===== config.mk =====
export PLATFORM = sky130hd
export DESIGN_NAME = midi_note_priority_stack
export DESIGN_NICKNAME = d
export VERILOG_FILES = /design/src/rtl/core/mnps_pkg.sv /design/src/rtl/core/mnps_stack.sv /design/src/rtl/core/mnps_rank.sv /design/src/rtl/core/midi_note_priority_stack.sv
export VERILOG_INCLUDE_DIRS = /design/src /design/src/rtl/core
export SDC_FILE = /design/constraint.sdc
export NUM_CORES = 1
export LEC_CHECK = 0
export ABC_AREA = 0
export BUFFER_PORTS_ARGS = -buffer_cell sky130_fd_sc_hd__buf_2
export CAP_MARGIN = 20
export CORE_ASPECT_RATIO = 0.5
export CORE_MARGIN = 5
export CORE_UTILIZATION = 25
export DETAILED_ROUTE_END_ITERATION = 10
export PLACE_DENSITY_LB_ADDON = 0.3
export SYNTH_ARGS = -nofsm -noshare
export SYNTH_HDL_FRONTEND = slang
export SYNTH_SLANG_ARGS = --single-unit

===== constraint.sdc =====
create_clock -name clk -period 5.6 [get_ports clk]
set_input_delay 0.84 -clock clk [delete_from_list [all_inputs] [get_ports clk]]
set_output_delay 0.84 -clock clk [all_outputs]
set_load 0.1 [all_outputs]

===== src/rtl/core/midi_note_priority_stack_defines.svh =====
// Assertion macros for the note priority stack.
`ifndef MIDI_NOTE_PRIORITY_STACK_DEFINES_SVH
`define MIDI_NOTE_PRIORITY_STACK_DEFINES_SVH

`ifndef NO_ASSERTIONS

// Check a condition at every clock edge outside reset.
`define MNPS_ASSERT(lbl, cond, msg) \
	lbl: assert property (@(posedge clk) disable iff (!arst_n) (cond)) else $error(msg);

// Check that a condition implies another one on the same edge.
`define MNPS_ASSERT_IMPL(lbl, pre, post, msg) \
	lbl: assert property (@(posedge clk) disable iff (!arst_n) (pre) |-> (post)) else $error(msg);

// Check that a condition implies another one on the next edge.
`define MNPS_ASSERT_NEXT(lbl, pre, post, msg) \
	lbl: assert property (@(posedge clk) disable iff (!arst_n) (pre) |=> (post)) else $error(msg);

`else

`define MNPS_ASSERT(lbl, cond, msg)
`define MNPS_ASSERT_IMPL(lbl, pre, post, msg)
`define MNPS_ASSERT_NEXT(lbl, pre, post, msg)

`endif

`endif


===== src/rtl/core/mnps_pkg.sv =====
// Shared types and constants of the note priority stack.
`default_nettype none

package mnps_pkg;

	localparam int DEFAULT_STACK_DEPTH = 12;
	localparam int NUM_SLOTS           = 4;
	localparam logic [7:0] NO_NOTE      = 8'd128;
	localparam logic [4:0] OMNI_CHANNEL = 5'd16;
	localparam int CFG_INDEX_W = 3;
	localparam int CFG_DATA_W  = 7;

	typedef enum logic [1:0] {
		PRIO_NEWEST  = 2'd0,
		PRIO_LOWEST  = 2'd1,
		PRIO_HIGHEST = 2'd2,
		PRIO_OLDEST  = 2'd3
	} prio_mode_t;

	typedef enum logic [CFG_INDEX_W-1:0] {
		CFG_PRIORITY_MODE  = 3'd0,
		CFG_LISTEN_CHANNEL = 3'd1,
		CFG_NOTE_LOWEST    = 3'd2,
		CFG_NOTE_HIGHEST   = 3'd3,
		CFG_VELOCITY_FLOOR = 3'd4
	} cfg_reg_t;

	typedef enum logic [1:0] {
		STK_HOLD,
		STK_FRONT,
		STK_PUSH,
		STK_REMOVE
	} stack_cmd_t;

	typedef enum logic [2:0] {
		ST_IDLE,
		ST_FILTER,
		ST_SEARCH,
		ST_MODIFY,
		ST_RANK,
		ST_COMMIT,
		ST_FINISH
	} state_t;

	typedef struct packed {
		logic [3:0] midi_channel;
		logic [6:0] note_number;
		logic [6:0] velocity;
	} note_msg_t;

	typedef struct packed {
		logic [7:0] slot_a;
		logic [7:0] slot_b;
		logic [7:0] slot_c;
		logic [7:0] slot_d;
		logic       slots_changed;
		logic       accepted;
		logic       all_notes_off;
		logic [6:0] held_velocity;
		logic [3:0] held_count;
	} note_result_t;

endpackage

`default_nettype wire


===== src/rtl/core/mnps_stack.sv =====
// Recency stack of held notes with one read port and whole-row shift operations.
`default_nettype none

module mnps_stack #(
	parameter int STACK_DEPTH = mnps_pkg::DEFAULT_STACK_DEPTH,
	localparam int IDX_W = $clog2(STACK_DEPTH),
	localparam int CNT_W = $clog2(STACK_DEPTH + 1)
) (
	input  wire logic                 clk,
	input  wire logic                 arst_n,
	input  wire mnps_pkg::stack_cmd_t cmd,
	input  wire logic [IDX_W-1:0]     pos,
	input  wire logic [6:0]           note,
	input  wire logic [IDX_W-1:0]     rd_addr,
	output logic      [6:0]           rd_data,
	output logic      [CNT_W-1:0]     count
);
	import mnps_pkg::*;

	logic [6:0]       held_q [STACK_DEPTH];
	logic [CNT_W-1:0] count_q;

	assign rd_data = held_q[rd_addr];
	assign count   = count_q;

	always_ff @(posedge clk or negedge arst_n) begin
		if (!arst_n) begin
			count_q <= '0;
		end else begin
			unique case (cmd)
				STK_PUSH: begin
					if (count_q != CNT_W'(STACK_DEPTH)) count_q <= count_q + CNT_W'(1);
				end
				STK_REMOVE: count_q <= count_q - CNT_W'(1);
				STK_HOLD, STK_FRONT: ;
				default: ;
			endcase
		end
	end

	// Entries carry no reset; only those below the count are ever read.
	always_ff @(posedge clk) begin
		unique case (cmd)
			STK_FRONT: begin
				held_q[0] <= note;
				for (int i = 1; i < STACK_DEPTH; i++) begin
					if (IDX_W'(i) <= pos) held_q[i] <= held_q[i-1];
				end
			end
			STK_PUSH: begin
				// the oldest note falls off the end when full
				held_q[0] <= note;
				for (int i = 1; i < STACK_DEPTH; i++) held_q[i] <= held_q[i-1];
			end
			STK_REMOVE: begin
				for (int i = 0; i < STACK_DEPTH - 1; i++) begin
					if (IDX_W'(i) >= pos) held_q[i] <= held_q[i+1];
				end
			end
			STK_HOLD: ;
			default: ;
		endcase
	end

endmodule

`default_nettype wire


===== src/rtl/core/mnps_rank.sv =====
// Slot insertion: folds one stack entry per step cycle into four ranked slots.
`default_nettype none

module mnps_rank (
	input  wire logic                                       clk,
	input  wire logic                                       clear,
	input  wire logic                                       step,
	input  wire mnps_pkg::prio_mode_t                       mode,
	input  wire logic [6:0]                                 note,
	output logic      [mnps_pkg::NUM_SLOTS-1:0][7:0]        fresh
);
	import mnps_pkg::*;

	logic [NUM_SLOTS-1:0][7:0] fresh_q;
	logic [NUM_SLOTS-1:0][7:0] fresh_d;
	logic [NUM_SLOTS-1:0]      takes;
	logic [7:0]                cand;
	logic                      placed;

	assign cand  = {1'b0, note};
	assign fresh = fresh_q;

	// An empty slot always takes the note; list modes never rank above a filled slot.
	always_comb begin
		for (int k = 0; k < NUM_SLOTS; k++) begin
			unique case (mode)
				PRIO_HIGHEST: takes[k] = (fresh_q[k] == NO_NOTE) || (cand > fresh_q[k]);
				PRIO_LOWEST:  takes[k] = (fresh_q[k] == NO_NOTE) || (cand < fresh_q[k]);
				PRIO_NEWEST, PRIO_OLDEST: takes[k] = (fresh_q[k] == NO_NOTE);
				default: takes[k] = 1'b0;
			endcase
		end
	end

	always_comb begin
		placed = 1'b0;
		for (int k = 0; k < NUM_SLOTS; k++) begin
			if (placed) begin
				fresh_d[k] = fresh_q[(k > 0) ? k - 1 : 0];
			end else if (takes[k]) begin
				fresh_d[k] = cand;
				placed     = 1'b1;
			end else begin
				fresh_d[k] = fresh_q[k];
			end
		end
	end

	always_ff @(posedge clk) begin
		if (clear) begin
			fresh_q <= {NUM_SLOTS{NO_NOTE}};
		end else if (step) begin
			fresh_q <= fresh_d;
		end
	end

endmodule

`default_nettype wire


===== src/rtl/core/midi_note_priority_stack.sv =====
// Top level of the monophonic note priority stack: sequencer, filters, registers.
//
// Usage: note messages enter on in_data with in_valid; a transfer happens when
// in_valid is high and in_stall is low. Each message yields exactly one result
// on out_data, a transfer when out_valid is high and out_stall is low.
// Registers are written through cfg_valid/cfg_ready with cfg_index and cfg_data;
// cfg_ready is always high, and writes are meant for idle periods.
// Timing: in_stall rises on the input transfer, and the result is loaded on the
// edge where it drops, so latency equals the busy time. A rejected message or a
// note off on an empty stack goes straight to the result; a note off of an unheld
// note walks the held notes first. Otherwise the search walk (none on an empty
// stack) and the slot walk (none when the note is already newest) through the
// single read port set the busy time; no new message is taken meanwhile.
// A finished result sits in the output register while the next message is
// taken; when the receiver stalls and a second result is ready, the block
// holds in_stall high until the output register frees.
// Reset clears the stack count, sets all slots to no note (128), clears the
// held velocity and returns the registers to their defaults (omni channel).
`default_nettype none
`include "midi_note_priority_stack_defines.svh"

module midi_note_priority_stack #(
	parameter int STACK_DEPTH = mnps_pkg::DEFAULT_STACK_DEPTH
) (
	input  wire logic                                clk,
	input  wire logic                                arst_n,
	input  wire logic                                in_valid,
	output logic                                     in_stall,
	input  wire mnps_pkg::note_msg_t                 in_data,
	output logic                                     out_valid,
	input  wire logic                                out_stall,
	output mnps_pkg::note_result_t                   out_data,
	input  wire logic                                cfg_valid,
	output logic                                     cfg_ready,
	input  wire logic [mnps_pkg::CFG_INDEX_W-1:0]    cfg_index,
	input  wire logic [mnps_pkg::CFG_DATA_W-1:0]     cfg_data
);
	import mnps_pkg::*;

	localparam int IDX_W = $clog2(STACK_DEPTH);
	localparam int CNT_W = $clog2(STACK_DEPTH + 1);

	state_t state_q, state_d;

	prio_mode_t mode_q;
	logic [4:0] listen_q;
	logic [6:0] note_lo_q;
	logic [6:0] note_hi_q;
	logic [6:0] vel_floor_q;

	note_msg_t                 item_q;
	logic                      ok_q;
	logic                      found_q;
	logic [IDX_W-1:0]          pos_q;
	logic [CNT_W-1:0]          walk_q;
	logic                      changed_q;
	logic                      all_off_q;
	logic [6:0]                last_vel_q;
	logic [NUM_SLOTS-1:0][7:0] slots_q;
	logic                      out_valid_q;
	note_result_t              out_data_q;

	stack_cmd_t                stack_cmd;
	logic [IDX_W-1:0]          rd_addr;
	logic [6:0]                rd_data;
	logic [CNT_W-1:0]          stack_count;
	logic [CNT_W-1:0]          walk_next;
	logic [CNT_W-1:0]          walk_rev;
	logic                      rank_clear;
	logic                      rank_step;
	logic [NUM_SLOTS-1:0][7:0] fresh;
	logic                      pass;
	logic                      note_on;
	logic                      match;
	logic                      load_out;

	assign cfg_ready = 1'b1;
	assign in_stall  = (state_q != ST_IDLE);
	assign out_valid = out_valid_q;
	assign out_data  = out_data_q;

	assign note_on   = (item_q.velocity != 7'd0);
	assign walk_next = walk_q + CNT_W'(1);
	assign walk_rev  = stack_count - walk_q - CNT_W'(1);
	assign match     = (rd_data == item_q.note_number);
	assign load_out  = (state_q == ST_FINISH) && (!out_valid_q || !out_stall);

	always_comb begin
		pass = 1'b1;
		if (listen_q != OMNI_CHANNEL && {1'b0, item_q.midi_channel} != listen_q) pass = 1'b0;
		if (note_lo_q != 7'd0 && item_q.note_number < note_lo_q) pass = 1'b0;
		if (note_hi_q != 7'd0 && item_q.note_number > note_hi_q) pass = 1'b0;
		if (note_on && vel_floor_q != 7'd0 && item_q.velocity < vel_floor_q) pass = 1'b0;
	end

	mnps_stack #(
		.STACK_DEPTH(STACK_DEPTH)
	) u_stack (
		.clk     (clk),
		.arst_n  (arst_n),
		.cmd     (stack_cmd),
		.pos     (pos_q),
		.note    (item_q.note_number),
		.rd_addr (rd_addr),
		.rd_data (rd_data),
		.count   (stack_count)
	);

	mnps_rank u_rank (
		.clk   (clk),
		.clear (rank_clear),
		.step  (rank_step),
		.mode  (mode_q),
		.note  (rd_data),
		.fresh (fresh)
	);

	always_ff @(posedge clk or negedge arst_n) begin
		if (!arst_n) begin
			state_q <= ST_IDLE;
		end else begin
			state_q <= state_d;
		end
	end

	always_comb begin
		state_d    = state_q;
		stack_cmd  = STK_HOLD;
		rank_clear = 1'b0;
		rank_step  = 1'b0;
		rd_addr    = walk_q[IDX_W-1:0];
		unique case (state_q)
			ST_IDLE: begin
				if (in_valid) state_d = ST_FILTER;
			end
			ST_FILTER: begin
				priority if (!pass)                         state_d = ST_FINISH;
				else if (stack_count == '0 && note_on)      state_d = ST_MODIFY;
				else if (stack_count == '0)                 state_d = ST_FINISH;
				else                                        state_d = ST_SEARCH;
			end
			ST_SEARCH: begin
				if (match || walk_next == stack_count) state_d = ST_MODIFY;
			end
			ST_MODIFY: begin
				rank_clear = 1'b1;
				if (note_on) begin
					// already newest: nothing moves and the slots stay
					if (found_q && pos_q == '0) begin
						state_d = ST_FINISH;
					end else begin
						stack_cmd = found_q ? STK_FRONT : STK_PUSH;
						state_d   = ST_RANK;
					end
				end else if (found_q) begin
					stack_cmd = STK_REMOVE;
					state_d   = ST_RANK;
				end else begin
					state_d = ST_FINISH;
				end
			end
			ST_RANK: begin
				if (mode_q == PRIO_OLDEST) rd_addr = walk_rev[IDX_W-1:0];
				if (walk_q == stack_count) state_d = ST_COMMIT;
				else                       rank_step = 1'b1;
			end
			ST_COMMIT: state_d = ST_FINISH;
			ST_FINISH: begin
				if (load_out) state_d = ST_IDLE;
			end
			default: state_d = ST_IDLE;
		endcase
	end

	always_ff @(posedge clk or negedge arst_n) begin
		if (!arst_n) begin
			mode_q      <= PRIO_NEWEST;
			listen_q    <= OMNI_CHANNEL;
			note_lo_q   <= '0;
			note_hi_q   <= '0;
			vel_floor_q <= '0;
		end else if (cfg_valid && cfg_ready) begin
			unique case (cfg_index)
				CFG_PRIORITY_MODE:  mode_q      <= prio_mode_t'(cfg_data[1:0]);
				CFG_LISTEN_CHANNEL: listen_q    <= cfg_data[4:0];
				CFG_NOTE_LOWEST:    note_lo_q   <= cfg_data;
				CFG_NOTE_HIGHEST:   note_hi_q   <= cfg_data;
				CFG_VELOCITY_FLOOR: vel_floor_q <= cfg_data;
				default: ;
			endcase
		end
	end

	always_ff @(posedge clk or negedge arst_n) begin
		if (!arst_n) begin
			ok_q        <= 1'b0;
			found_q     <= 1'b0;
			pos_q       <= '0;
			walk_q      <= '0;
			changed_q   <= 1'b0;
			all_off_q   <= 1'b0;
			last_vel_q  <= '0;
			slots_q     <= {NUM_SLOTS{NO_NOTE}};
			out_valid_q <= 1'b0;
		end else begin
			unique case (state_q)
				ST_FILTER: begin
					ok_q      <= pass;
					found_q   <= 1'b0;
					walk_q    <= '0;
					changed_q <= 1'b0;
					all_off_q <= 1'b0;
					if (pass && note_on) last_vel_q <= item_q.velocity;
				end
				ST_SEARCH: begin
					if (match) begin
						found_q <= 1'b1;
						pos_q   <= walk_q[IDX_W-1:0];
					end else begin
						walk_q <= walk_next;
					end
				end
				ST_MODIFY: walk_q <= '0;
				ST_RANK: begin
					if (rank_step) walk_q <= walk_next;
				end
				ST_COMMIT: begin
					changed_q <= (fresh != slots_q);
					slots_q   <= fresh;
					all_off_q <= !note_on && (stack_count == '0);
				end
				ST_IDLE, ST_FINISH: ;
				default: ;
			endcase

			// hold the result until the receiver takes the transfer
			if (load_out)        out_valid_q <= 1'b1;
			else if (!out_stall) out_valid_q <= 1'b0;
		end
	end

	always_ff @(posedge clk) begin
		if (state_q == ST_IDLE && in_valid) item_q <= in_data;
		if (load_out) begin
			out_data_q.slot_a        <= slots_q[0];
			out_data_q.slot_b        <= slots_q[1];
			out_data_q.slot_c        <= slots_q[2];
			out_data_q.slot_d        <= slots_q[3];
			out_data_q.slots_changed <= changed_q;
			out_data_q.accepted      <= ok_q;
			out_data_q.all_notes_off <= all_off_q;
			out_data_q.held_velocity <= last_vel_q;
			out_data_q.held_count    <= 4'(stack_count);
		end
	end

	`MNPS_ASSERT(a_count_bound, stack_count <= CNT_W'(STACK_DEPTH), "stack count beyond depth")
	`MNPS_ASSERT_NEXT(a_accept_filter, in_valid && !in_stall,
		state_q == ST_FILTER, "transfer not filtered")
	`MNPS_ASSERT_IMPL(a_reject_quiet, out_valid && !out_data.accepted,
		!out_data.slots_changed && !out_data.all_notes_off, "rejected message changed state")
	`MNPS_ASSERT_IMPL(a_all_off_empty, out_valid && out_data.all_notes_off,
		out_data.held_count == 4'd0 && out_data.slot_a == NO_NOTE, "all notes off with notes held")

endmodule

`default_nettype wire

== After elaboration in Yosys (flattened, before gate mapping) ==
Memory sizes are Yosys's and may differ from the RTL's.
Cells that the tools add are included.

* Reductions and logical operators: 58
* Equal/unequal tests: 36
* Bitwise gates (word level): 23
* Multiplexer cells: 144
* $add $sub $neg: 5
* Magnitude comparators: 33

{| class="wikitable"
|+ Operators with widths
! cell !! count
|-
| two-way mux 7 bit || 23
|-
| two-way mux 1 bit || 85
|-
| two-way mux 8 bit || 6
|-
| == test 8 bit, second input constant || 4
|-
| greater-than comparator 7 x 8 -> 1 bit || 4
|-
| < comparator 7 x 8 -> 1 bit || 4
|-
| inequality test 32 bit || 1
|-
| nonzero test 7 bit || 4
|-
| AND reduction 2 bit || 13
|-
| two-way mux 3 bit || 8
|-
| bitwise OR 1 bit || 23
|-
| one-hot mux 3 bit (7 select lines) || 1
|-
| two-way mux 4 bit || 5
|-
| greater-or-equal comparator 3 x 4 -> 1 bit, first input constant || 4
|-
| less-or-equal comparator 3 x 4 -> 1 bit, first input constant || 4
|-
| less-or-equal comparator 4 bit, first input constant || 4
|-
| < comparator 7 bit || 2
|-
| two-way mux 2 bit || 7
|-
| inequality test 2 bit, second input constant || 7
|-
| == test 3 x 2 -> 1 bit, second input constant || 4
|-
| == test 3 bit, second input constant || 4
|-
| greater-or-equal comparator 4 bit, first input constant || 3
|-
| one-hot mux 1 bit (3 select lines) || 4
|-
| one-hot mux 4 bit (3 select lines) || 1
|-
| 30 further kinds || 74
|}

* Output and inout port bits: 49
* Input port bits: 33
* Bits in registers: 183
* Logic and storage cells: 335
* RAM bits: 84
* Memories: 1

{| class="wikitable"
|+ Memory list
! name !! depth !! width !! read ports !! clocked after Yosys merged registers in !! wr ports !! RTL line !! source
|-
| u_stack.held_q || 12 || 7 || 13 || 0 || 12 || mnps_stack.sv:20 || <nowiki>logic [6:0] held_q [STACK_DEPTH];</nowiki>
|}

== Logic depth before layout (Yosys ltp) ==
An unclocked memory read counts as a cell.

* Depth in word-level cells: 13
* Depth in mapped cells: 26
* Mapped depth without buffers: 22

== Cells and area by module ==
Synthesis repeated with hierarchy kept, for this count alone.

* Cell total of the unflattened synthesis: 1070
* Area, all modules: 13508.0 um^2

{| class="wikitable"
|+ By module, submodules not included
! module !! cells each !! area an instance (um^2) !! times used
|-
| midi_note_priority_stack || 481 || 6502.5 || 1
|-
| mnps_stack || 319 || 4695.8 || 1
|-
| mnps_rank || 270 || 2309.7 || 1
|}

== Worst setup path before layout ==
Ideal clock, no wire load.

* Path type: reg-to-reg
* Start point: register walk_q[0]
* End point: register u_rank.fresh_q, in the netlist u_rank.fresh[27]
* Library setup time: 0.083 ns
* Setup slack: 0.331 ns
* Required time: 5.517 ns
* Arrival time: 5.186 ns
* Path buffers: 4
* Cell stages (with the launch flop): 22
* Cell sequence: dfrtp_1 -> clkbuf_1 -> clkbuf_1 -> inv_1 -> ha_1 -> inv_1 -> fa_1 -> mux2i_2 -> buf_2 -> nor3_1 -> o31ai_1 -> ha_1 -> nand3_1 -> o221a_2 -> o22ai_1 -> mux2i_1 -> a21oi_1 -> nand3b_1 -> a311oi_1 -> clkbuf_1 -> o22ai_1 -> a22oi_1

* Cells in the longest elaborated chain, start to end: 13

{| class="wikitable"
|+ Ends and longest elaborated chain
! what !! RTL line !! source
|-
| start, declared || midi_note_priority_stack.sv:55 || <nowiki>logic [CNT_W-1:0] walk_q;</nowiki>
|-
| start signal, assigned || midi_note_priority_stack.sv:220 || <nowiki>walk_q <= walk_next;</nowiki>
|-
| start signal, assigned || midi_note_priority_stack.sv:225 || <nowiki>if (rank_step) walk_q <= walk_next;</nowiki>
|-
| subtractor 4 bit || midi_note_priority_stack.sv:84 || <nowiki>assign walk_rev = stack_count - walk_q - CNT_W'(1);</nowiki>
|-
| subtractor 4 x 1 -> 4 bit || midi_note_priority_stack.sv:84 ||
|-
| two-way mux 4 bit || midi_note_priority_stack.sv:163 || <nowiki>if (mode_q == PRIO_OLDEST) rd_addr = walk_rev[IDX_W-1:0];</nowiki>
|-
| two-way mux 4 bit * || midi_note_priority_stack.sv:132 || <nowiki>unique case (state_q)</nowiki>
|-
| memory (12 x 7 bit) * || -- ||
|-
| via rd_data[3] || midi_note_priority_stack.sv:65 || <nowiki>logic [6:0] rd_data;</nowiki>
|-
| < comparator 7 x 8 -> 1 bit or greater-than comparator 7 x 8 -> 1 bit (tied branches) || mnps_rank.sv:28, mnps_rank.sv:27 ||
|-
| logical OR 1 bit (on tied branches) || mnps_rank.sv:28, mnps_rank.sv:27 ||
|-
| one-hot mux 1 bit (3 select lines) || mnps_rank.sv:26 || <nowiki>unique case (mode)</nowiki>
|-
| two-way mux 1 bit || mnps_rank.sv:40 || <nowiki>end else if (takes[k]) begin</nowiki>
|-
| two-way mux 1 bit (2 in a row) || mnps_rank.sv:38 || <nowiki>if (placed) begin</nowiki>
|-
| nonzero test 2 bit (no source line) || -- ||
|-
| AND reduction 2 bit (no source line) || -- ||
|-
| end signal, assigned || mnps_rank.sv:51 || <nowiki>fresh_q <= {NUM_SLOTS{NO_NOTE}};</nowiki>
|-
| end signal, assigned || mnps_rank.sv:53 || <nowiki>fresh_q <= fresh_d;</nowiki>
|-
| end, declared || mnps_rank.sv:14 || <nowiki>logic [NUM_SLOTS-1:0][7:0] fresh_q;</nowiki>
|}

The timed path passes the listed nets; every way through them passes the cells marked *. The select of a mux whose other input is x is not followed.
A chain may end at the register's enable or synchronous reset.

== Worst setup path in the final report ==
* Start point: register u_stack.count_q[0], in the netlist u_stack.count[0]
* End point: register u_rank.fresh_q, in the netlist u_rank.fresh[29]

* Cells in the longest elaborated chain, start to end: 13

{| class="wikitable"
|+ Ends and longest elaborated chain
! what !! RTL line !! source
|-
| start, declared || mnps_stack.sv:21 || <nowiki>logic [CNT_W-1:0] count_q;</nowiki>
|-
| start signal, assigned || mnps_stack.sv:32 || <nowiki>if (count_q != CNT_W'(STACK_DEPTH)) count_q <= count_q + CNT_W'(1);</nowiki>
|-
| start signal, assigned || mnps_stack.sv:34 || <nowiki>STK_REMOVE: count_q <= count_q - CNT_W'(1);</nowiki>
|-
| subtractor 4 bit * || midi_note_priority_stack.sv:84 ||
|-
| subtractor 4 x 1 -> 4 bit * || midi_note_priority_stack.sv:84 ||
|-
| two-way mux 4 bit * || midi_note_priority_stack.sv:163 ||
|-
| two-way mux 4 bit * || midi_note_priority_stack.sv:132 ||
|-
| memory (12 x 7 bit) * || -- ||
|-
| via rd_data[3] || midi_note_priority_stack.sv:65 ||
|-
| < comparator 7 x 8 -> 1 bit or greater-than comparator 7 x 8 -> 1 bit (tied branches) || mnps_rank.sv:28, mnps_rank.sv:27 ||
|-
| logical OR 1 bit (on tied branches) || mnps_rank.sv:28, mnps_rank.sv:27 ||
|-
| one-hot mux 1 bit (3 select lines) || mnps_rank.sv:26 ||
|-
| two-way mux 1 bit || mnps_rank.sv:40 ||
|-
| two-way mux 1 bit (2 in a row) || mnps_rank.sv:38 ||
|-
| nonzero test 2 bit (no source line) || -- ||
|-
| AND reduction 2 bit (no source line) || -- ||
|}

Marked as above.

==> impl_metrics.py <==
metrics = {
    "run_status": {
        "outcome": "completed",
    },
    "yosys": {
        "synth_top_area_share_pct": 32.70,
        "synth-edff-count": 148,
        "synth_cells": 1161,
        "yosysSeqAreaShare_pct": 53.48,
        "synth_nets": 1251,
        "yosys.cell_types.count": 79,
        "synth_area_per_cell_sq_um": 11.70,
        "syn_area_sq_mm": 0.01359,
        "synth_area_leaders": "edfxtp_1 33%, dfrtp_1 15%, mux2_2 8.8%",
        "yosys_warnings": 0,
        "synth_ff_type": "edfxtp_1",
        "yosysTopAreaCell": "edfxtp_1",
        "synth_seq_cells": 267,
        "async_reset_ff_share_pct": 32.58,
    },
    "global_route": {
        "grt_max_degree": 60,
        "track_usage_pct": 12.10,
        "grt-ovfl-total": 0,
        "grt_pass1_vias": 9615,
        "grt_pass1_wl_microns": 57530,
        "antenna_found_initial": 0,
    },
    "floorplan": {
        "io_pins": 82,
        "die_w_microns": 339.7,
        "dieHeight_microns": 174.9,
        "die_area_sq_mm": 0.05940,
        "rows": 60,
        "start_util_pct": 25.28,
        "core_region_area_sq_mm": 0.05375,
    },
    "sta": {
        "finalMaxSlewViolations": 0,
        "hold_viol_final": 0,
        "setup_tns_ns": 0,
        "period_share_pct": 92.82,
        "tightest_slew_ns": 1.049,
        "layout_min_cycle_time_ns": 5.198,
        "max_slew_margin_pct": 29.13,
        "finalSetupViolations": 0,
        "grt_setup_unrepaired": "no",
        "max_freq_ghz": 0.1924,
        "clock_skew_ns": 0.02539,
    },
    "critical_path": {
        "cp-start-kind": "flip-flop",
        "timing.rr.end": "u_rank.fresh[29]",
        "worstSetupEndpointType": "flip-flop",
        "reg2reg_from": "u_stack.count[0]",
        "crit_start": "u_stack.count[0]",
        "cp_max_fo": 16,
        "rrSetupSlack_ns": 0.40,
        "required_ns": 6.04,
        "worstSetupPathType": "flip-flop to flip-flop",
        "critPathArrivalTime_ns": 5.63,
        "reg2regPathDepth": 23,
    },
    "power_and_ir_drop": {
        "p_leak_nw": 6.441,
        "powerDensity_mw_per_mm2": 599.1,
        "vdd_ir_drop_max_mv": 0.3011,
        "power_mw": 9.555,
    },
    "routing": {
        "wl_per_cell_microns": 18.05,
        "drc": 0,
        "ant_nets": 0,
        "first_pass_iters": 4,
        "drt_iter0_markers": 530,
        "vias_per_cell": 4.623,
        "vias": 9265,
        "drt_wl_total_microns": 36180,
    },
    "layout": {
        "final_common_cell": "edfxtp_1",
        "diodes": 0,
        "final_nets": 1358,
        "syn_to_final_growth_pct": 17.36,
        "mostFrequentLayoutCells": "148 x edfxtp_1, 116 x nand2_1, 106 x mux2_2, 82 x dfrtp_1, 79 x buf_2",
        "drive_gt1_share_pct": 23.55,
        "seq_area_sq_mm": 0.007268,
        "fillers": 5578,
        "multiInputGateArea_sq_mm": 0.005904,
    },
    "worst_hold_path": {
        "min_path_type": "input pin to async pin",
    },
    "cts": {
        "clk_latency_ns": 0.58,
        "htree_num_levels": 1,
        "cts_tree": "done",
        "clkSinkCount": 267,
        "clk_path_buf_depth": 3,
        "holdBufCountCts": 0,
        "path_clk_slew_ns": 0.07,
        "numCtsBuffers": 29,
        "root_buffer": "clkbuf_16",
    },
    "place": {
        "place_congestion": 0.8343,
        "dpl.hpwl_microns": 26740,
        "io_buffers": 80,
    },
    "job": {
        "drv_cap": 0,
    },
}
## worst max-delay path: stages (launching register included)
cell and delay (ns):
dfrtp_1 0.45, ha_1 0.21, inv_1 0.05, fa_1 0.47, mux2i_2 0.19, buf_6 0.22, mux2_2 0.35, o22a_1 0.23
nand3_1 0.11, o31ai_1 0.11, buf_4 0.23, ha_1 0.31, nand3_1 0.10, o221a_2 0.27, o22ai_1 0.16, mux2i_1 0.26
a21oi_1 0.09, buf_4 0.15, nand3b_1 0.15, a311oi_1 0.20, buf_4 0.25, nand2_1 0.19, o22ai_1 0.18, a22oi_1 0.10
## kinds of logic (layout without fill, tap and decap cells)
kind of cell,count (synthesis),count (layout),share of synthesized area [%]
xor+xnor,50,50,3.223
other cells,1,1,0.02760
fa+ha+maj,57,57,5.359
compound gates,230,230,10.70
simple gates,292,292,10.60
buf+inv,111,241,3.250
flops,267,267,53.48
mux,153,153,13.36
## cell type report
cell class                      instances  area share, %
Clock buffer                           38          5.147
Sequential cell                       267          45.58
Multi-Input combinational cell        783          37.02
Inverter                               70          1.648
Clock inverter                         16         0.5727
Tap cell                              713          5.594
Timing Repair Buffer                  117          4.441
## registers in the layout, indices dropped and copies added (netlist names), 2 cells and up
name	flops
note_hi_q	7
vel_floor_q	7
listen_q	5
state_q	3
slots_q	32
pos_q	4
last_vel_q	7
u_stack.held_q	84
walk_q	4
item_q	18
u_rank.fresh	32
u_stack.count	4
out_data	46
note_lo_q	7
mode_q	2
## metal layers
| layer | up-vias | track usage, % | wire [microns] | share of wire (%) |
|---|---|---|---|---|
| li1 | 4482 | - | - | - |
| met1 | 4579 | 16.43 | 17020 | 47 |
| met2 | 151 | 20.42 | 17000 | 47 |
| met3 | 53 | 1.869 | 1319 | 3.6 |
| met4 | 0 | 2.903 | 841 | 2.3 |
| met5 | - | 0 | 0 | 0 |
## cells in the mapped netlist (4+ instances only)
cell type	n
edfxtp_1	148
nand2_1	117
mux2_2	106
dfrtp_1	82
o21ai_0	77
inv_1	69
nor2_1	57
ha_1	55
a21oi_1	45
xor2_1	40
clkbuf_1	33
dfxtp_1	32
mux2i_1	30
nand3_1	20
nand2b_1	16
nor4_1	16
a211oi_1	15
a21o_1	15
nor3_1	13
a22oi_1	12
nand4_1	10
o21a_1	10
xnor2_1	10
mux4_2	9
o22ai_1	8
nor2b_1	7
o211ai_1	7
dfstp_2	5
o21ai_1	5
and3_1	4
buf_4	4
mux2_1	4
nand4b_1	4
o31ai_1	4
## worst max-delay path by stage
| stage | cells after the start | slack [ns] | end |
|---|---|---|---|
| finish | 23 | 0.40 | u_rank.fresh[29] |
| global route | 25 | 0.03 | u_rank.fresh[27] |
| CTS | 20 | 0.13 | u_rank.fresh[16] |
| detailed placement | 20 | 0.17 | u_rank.fresh[16] |
| global placement | 19 | 0.20 | u_rank.fresh[31] |
| floorplan | 21 | 0.33 | u_rank.fresh[27] |
## through the flow
stage               std cells  area (sq um)  hold slack (ns)  utilization, %  setup WS, ns
global placement         1947         14970           0.4297           27.85        0.2034
finish                   2004         15950           0.2053           29.67        0.4021
floorplan                1161         13590           0.4211               -        0.3314
detailed placement       1947         14970           0.4364           27.85        0.1733
global route             2004         15950           0.2201           29.67       0.03292
CTS                      2001         15880           0.2026           29.54        0.1317
## timing repair
item | in CTS | in global routing
gates resized for setup | 0 | 7
buffers inserted | 0 | 2
setup endpoints to repair | 0 | 15
## where the power goes
part | switching (mW) | internal, mW | leakage [nW]
Clock | 0.833 | 1.03 | 0.449
Sequential | 0.474 | 2.65 | 2.72
Combinational | 2.89 | 1.68 | 3.27
(Power assumes the default switching activity.)
